## config.mk

```make
export PLATFORM = sky130hd
export DESIGN_NAME = csp_horner_step
export DESIGN_NICKNAME = d
export VERILOG_FILES = /design/src/rtl/csp_pkg.sv /design/src/rtl/csp_horner_step.sv
export SDC_FILE = /design/constraint.sdc
export NUM_CORES = 2
export LEC_CHECK = 0
export BUFFER_PORTS_ARGS = -buffer_cell sky130_fd_sc_hd__clkbuf_2
export CAP_MARGIN = 25
export CELL_PAD_IN_SITES_DETAIL_PLACEMENT = 2
export CELL_PAD_IN_SITES_GLOBAL_PLACEMENT = 2
export CORE_ASPECT_RATIO = 1.1
export CORE_MARGIN = 2
export CORE_UTILIZATION = 30
export CTS_BUF_LIST = sky130_fd_sc_hd__clkbuf_2
export DETAILED_ROUTE_END_ITERATION = 12
export GPL_TIMING_DRIVEN = 0
export PLACE_DENSITY = 0.65
export SLEW_MARGIN = 10
export SYNTH_ARGS = -nofsm -noshare
export SYNTH_HDL_FRONTEND = slang
export SYNTH_SLANG_ARGS = --single-unit
```

## constraint.sdc

```tcl
create_clock -name i_clk -period 9 [get_ports i_clk]
set_input_delay 0 -clock i_clk [delete_from_list [all_inputs] [get_ports i_clk]]
set_output_delay 0 -clock i_clk [all_outputs]
set_load 0.03 [all_outputs]
```

## src/rtl/csp_pkg.sv

```systemverilog
// Shared constants for the cardinal spline evaluator.
// Field widths, tension reset value and stream bus widths.
// No dependencies.
package csp_pkg;

    // input and result field widths
    localparam int T_W       = 17;   // t_param, unsigned Q1.16
    localparam int TENSION_W = 16;   // tension, unsigned Q2.14
    localparam int POINT_W   = 32;   // control values and curve value, signed Q16.16

    // default value width and tension after reset (0.5, Catmull-Rom)
    localparam int VALUE_WIDTH_DEF = 32;
    localparam logic [TENSION_W-1:0] TENSION_RESET = 16'd8192;

    // stream bus widths, rounded up to whole bytes
    localparam int IN_FIELDS_W  = T_W + 4 * POINT_W;
    localparam int IN_TDATA_W   = ((IN_FIELDS_W + 7) / 8) * 8;
    localparam int OUT_FIELDS_W = POINT_W + 1;
    localparam int OUT_TDATA_W  = ((OUT_FIELDS_W + 7) / 8) * 8;

endpackage

```

## src/rtl/csp_horner_step.sv

```systemverilog
// One Horner step of the spline polynomial: r' = round16(r * t) + add.
// Two register stages, multiply then round and add; valid travels along.
// Depends on csp_pkg.
module csp_horner_step
    import csp_pkg::*;
#(
    parameter int RW = 42
) (
    input  logic                 i_clk,
    input  logic                 i_rst_n,
    input  logic                 i_en,
    input  logic                 i_vld,
    input  logic signed [RW-1:0] i_r,
    input  logic [T_W-1:0]       i_t,
    input  logic signed [RW-1:0] i_add,
    output logic                 o_vld,
    output logic signed [RW-1:0] o_r,
    output logic [T_W-1:0]       o_t
);

    localparam int PW = RW + T_W + 1;
    localparam logic signed [PW-1:0] ROUND_HALF = PW'(32'd32768);

    logic                 r_a_vld;
    logic signed [PW-1:0] r_a_prod;
    logic signed [RW-1:0] r_a_add;
    logic [T_W-1:0]       r_a_t;
    logic                 r_b_vld;
    logic signed [RW-1:0] r_b_r;
    logic [T_W-1:0]       r_b_t;

    logic signed [PW-1:0] n_sum;
    logic signed [RW-1:0] n_res;

    // stage A: product
    always_ff @(posedge i_clk) begin
        if (!i_rst_n) begin
            r_a_vld <= 1'b0;
        end else if (i_en) begin
            r_a_vld <= i_vld;
        end
        if (i_en) begin
            r_a_prod <= i_r * $signed({1'b0, i_t});
            r_a_add  <= i_add;
            r_a_t    <= i_t;
        end
    end

    // round to nearest (half up), floor shift by 16, then add
    always_comb begin
        n_sum = r_a_prod + ROUND_HALF;
        n_res = $signed(n_sum[RW+15:16]) + r_a_add;
    end

    // stage B: result
    always_ff @(posedge i_clk) begin
        if (!i_rst_n) begin
            r_b_vld <= 1'b0;
        end else if (i_en) begin
            r_b_vld <= r_a_vld;
        end
        if (i_en) begin
            r_b_r <= n_res;
            r_b_t <= r_a_t;
        end
    end

    assign o_vld = r_b_vld;
    assign o_r   = r_b_r;
    assign o_t   = r_b_t;

endmodule

```

* Yosys cells after proc, flatten, opt, wreduce, memory -nomap -nowiden *
Cells that the tools add are included.

cells by class
  $add $sub $neg = 2
  $mul = 1

operators with widths
  kind                                                              number
  58-bit by 17-bit adder with 58-bit output, second input constant  1
  42-bit by 18-bit multiplier with 58-bit output                    1
  42-bit adder                                                      1

storage, ports and cells
  word-level logic and storage cells = 10
  register bits = 178
  bits of input ports = 105

* Longest topological paths before layout *
  depth after elaboration = 2
  mapped depth = 24

* Worst setup path before layout *
No wires, ideal clock.

  kind = input to register
  from = in i_t[9]
  to = reg r_a_prod[57] (data pin)
  setup time = 266 ps
  path slack = 3032 ps
  arrival = 5701 ps
  data required time = 8734 ps
  stages = 22
  buffers on the path = 2
  cells stage by stage = clkbuf_1 -> clkbuf_1 -> nand2_1 -> fa_1 -> inv_1 -> fa_1 -> fa_1 -> fa_1 -> fa_1 -> inv_1 -> fa_1 -> inv_1 -> ha_1 -> a21o_1 -> a21o_1 -> a21oi_1 -> o21ai_0 -> a311o_1 -> o211a_1 -> o41ai_4 -> mux2i_1 -> nand4_1

between the ends
  longest elaborated chain between the ends = 1

ends and longest elaborated chain
  item                                            RTL line               RTL
  start, declared                                 csp_horner_step.sv:14  input logic [T_W-1:0] i_t,
  42-bit by 18-bit multiplier with 58-bit output  csp_horner_step.sv:43  r_a_prod <= i_r * $signed({1'b0, i_t});
  end signal, assigned                            csp_horner_step.sv:43
  end, declared                                   csp_horner_step.sv:25  logic signed [PW-1:0] r_a_prod;

Every way passes these cells.
A chain may end at the register's enable or synchronous reset.

* Worst setup path after layout *
  from = in i_t[11]
  to = reg r_a_prod[57] (data pin)

Same word-level chain as after synthesis.

==> flow_metrics.tcl <==
set metrics [dict create \
    status "finished, final reports clean" \
    setup_ws_ns 0.795 \
    synthArstFlopShare_pct 0 \
    crit_required_ns 9.56 \
    clock_skew_ns 0.0645 \
    numPortBuffers 164 \
    gr-usage-all-layers_pct 21.9 \
    worst_pin_slew_ns 1.15 \
    period_minus_slack_ns 8.20 \
    postCtsSetupRepairBufs 0 \
    syn_area_um2 31100 \
    yosys.cell_types.count 83 \
    dr.first_iter.drc_count 1184 \
    area_growth_pct 12.8 \
    drc 0 \
    rows 123 \
    multi_input_area_um2 23000 \
    synth_most_common_cell "inv_1" \
    cap_violations 0 \
    cts_buffers 17 \
    wirelength_um 114000 \
    core_area_um2 102000 \
    startpoint "i_t[11]" \
    relSlewSlack_pct 23.6 \
    hold_start "i_t[10]" \
    syn-num-nets 4124 \
    post-dp-hpwl_um 94300 \
    place_ws_ns 0.449 \
    clk_latency_ns 0.78 \
    synth.top_cells.by_area "fa_1, edfxtp_1, inv_1" \
    dieHeight_um 341 \
    grt_pass1_vias 26523 \
    wl_per_cell_um 23.4 \
    arrival_ns 8.77 \
    yosys_register_bits 163 \
    r2r-start "r_a_prod[15]" \
    die_area_um2 106000 \
    yosys-top-cells-count "inv_1, fa_1, nand2_1" \
    clkTransAtPathRegs_ns 0.25 \
    cts_tree "built" \
    avgViaCountPerCell 4.75 \
    gp_congestion 0.872 \
    start_util_pct 30.3 \
    syn_inst 3189 \
    cp-start-kind "primary input" \
    antenna_found_initial 5 \
    fin_nets 4425 \
    synth_edf_count 161 \
    ant_nets 0 \
    critPathKind "in2reg" \
    synth_top_area_share_pct 42.4 \
    synth_top_cell_by_area "fa_1" \
    max_freq_mhz 122 \
    grt_first_pass_wirelength_um 172000 \
    htree_levels 4 \
    seq_area_um2 4870 \
    drive_gt1_share_pct 6.68 \
    die_w_um 311 \
    post-route-period-util_pct 91.2 \
    drv_slew 0 \
    end_kind "flip-flop" \
    hold_viol_final 0 \
    rsz0062_at_grt "no" \
    ys_seq_area_share_pct 15.7 \
    hold_path_class "in2reg" \
    synthFlopType "edfxtp_1" \
    yosys_warnings 0 \
    n_fill_cell 11433 \
    pin_count 165 \
    vias 23177 \
    finalSetupViolations 0 \
    grt_overflow 0 \
    avgSynthCellArea_um2 9.74 \
    drtPass1Iterations 5 \
    cts_max_path_buffers 2 \
    setup_tns_ns 0 \
    grt_max_degree 98 \
    crit_fanout 10 \
    clock-sinks 163 \
    clockRootBuffer "clkbuf_2" \
]
[worst max-delay path: stages]
cell           delay (ns)
dlygate4sd3_1        0.52
clkbuf_2             0.29
clkbuf_1             0.48
clkbuf_1             0.67
nand2_1              0.14
fa_1                 0.54
inv_1                0.07
fa_1                 0.50
fa_1                 0.59
fa_1                 0.43
fa_1                 0.49
inv_1                0.05
fa_1                 0.63
inv_1                0.08
ha_1                 0.44
nand3_1              0.18
nor4_1               0.68
o311ai_1             0.40
and4b_4              0.34
a2111oi_2            0.52
o211a_1              0.31
o41ai_4              0.10
mux2i_1              0.18
nand4_1              0.10
[routing by layer]
layer / routed length, µm / vias to the layer above / GRT usage [%]
li1: - / 10201 / -
met1: 52500 / 12315 / 30.2
met2: 53600 / 548 / 36.5
met3: 4990 / 105 / 2.32
met4: 2970 / 8 / 6.08
met5: 51 / - / 0
[stage by stage]
| stage | instances | hold slack [ns] | utilization, % | area (µm²) |
|---|---|---|---|---|
| after floorplan | 3189 | 0.0989 | - | 31100 |
| after global placement | 4728 | 0.179 | 32.8 | 33600 |
| after detailed placement | 4734 | 0.180 | 32.9 | 33700 |
| after CTS | 4878 | 0.00617 | 34.2 | 35000 |
| after global routing | 4879 | 0.0278 | 34.2 | 35000 |
| final | 4884 | 0.150 | 34.2 | 35000 |
[cell usage in the layout, fill, tap and decap left out, types with 52 or more instances in the layout]
cell type / instances
clkbuf_2: 183
and2_1: 315
edfxtp_1: 161
inv_1: 742
dlygate4sd3_1: 112
a21oi_1: 73
nand2_1: 459
clkbuf_1: 116
xnor2_1: 85
ha_1: 172
nor2_1: 52
fa_1: 658
[flip-flops by register name, summed over array words and instances, names as in the netlist]
signal    cells
r_a_prod     43
o_r          42
r_a_add      42
o_t          17
r_a_t        17
o_vld         1
r_a_vld       1
[logic make-up after synthesis]
group                    count (synthesis)  share of synthesized area [%]
XOR/XNOR                               135                           3.81
buffers and inverters                  860                           10.4
adder cells (fa/ha/maj)                830                           49.3
multiplexers                             4                          0.129
AND/OR/NAND/NOR                        950                           15.0
AO/OA/AOI/OAI                          247                           5.64
flip-flops                             163                           15.7
[area by class of cell]
| type | instances | share of cell area (%) |
|---|---|---|
| Antenna cell | 6 | 0.0428 |
| Buffer | 118 | 1.27 |
| Clock buffer | 20 | 0.286 |
| Clock inverter | 12 | 0.307 |
| Inverter | 742 | 7.95 |
| Multi-Input combinational cell | 2166 | 65.5 |
| Sequential cell | 163 | 13.9 |
| Tap cell | 1375 | 4.91 |
| Timing Repair Buffer | 282 | 5.84 |
[timing repair]
action / in CTS / in global routing
endpoints found under the setup margin: 0 / 0
endpoints found under the hold margin: 125 / 0
hold buffers: 112 / 0
gates resized for setup: 0 / 0
[worst paths after layout]
kind	to	slack, ns	cells past startpoint
hold / removal	r_a_t[10]	0.15	2
setup / recovery	r_a_prod[57]	0.80	24
hold reg to reg	o_t[1]	0.45	0
setup reg to reg	o_r[39]	4.41	16
Power is not shown: default switching activity piles up to over one toggle a cycle in this logic, so the estimate is an artifact.
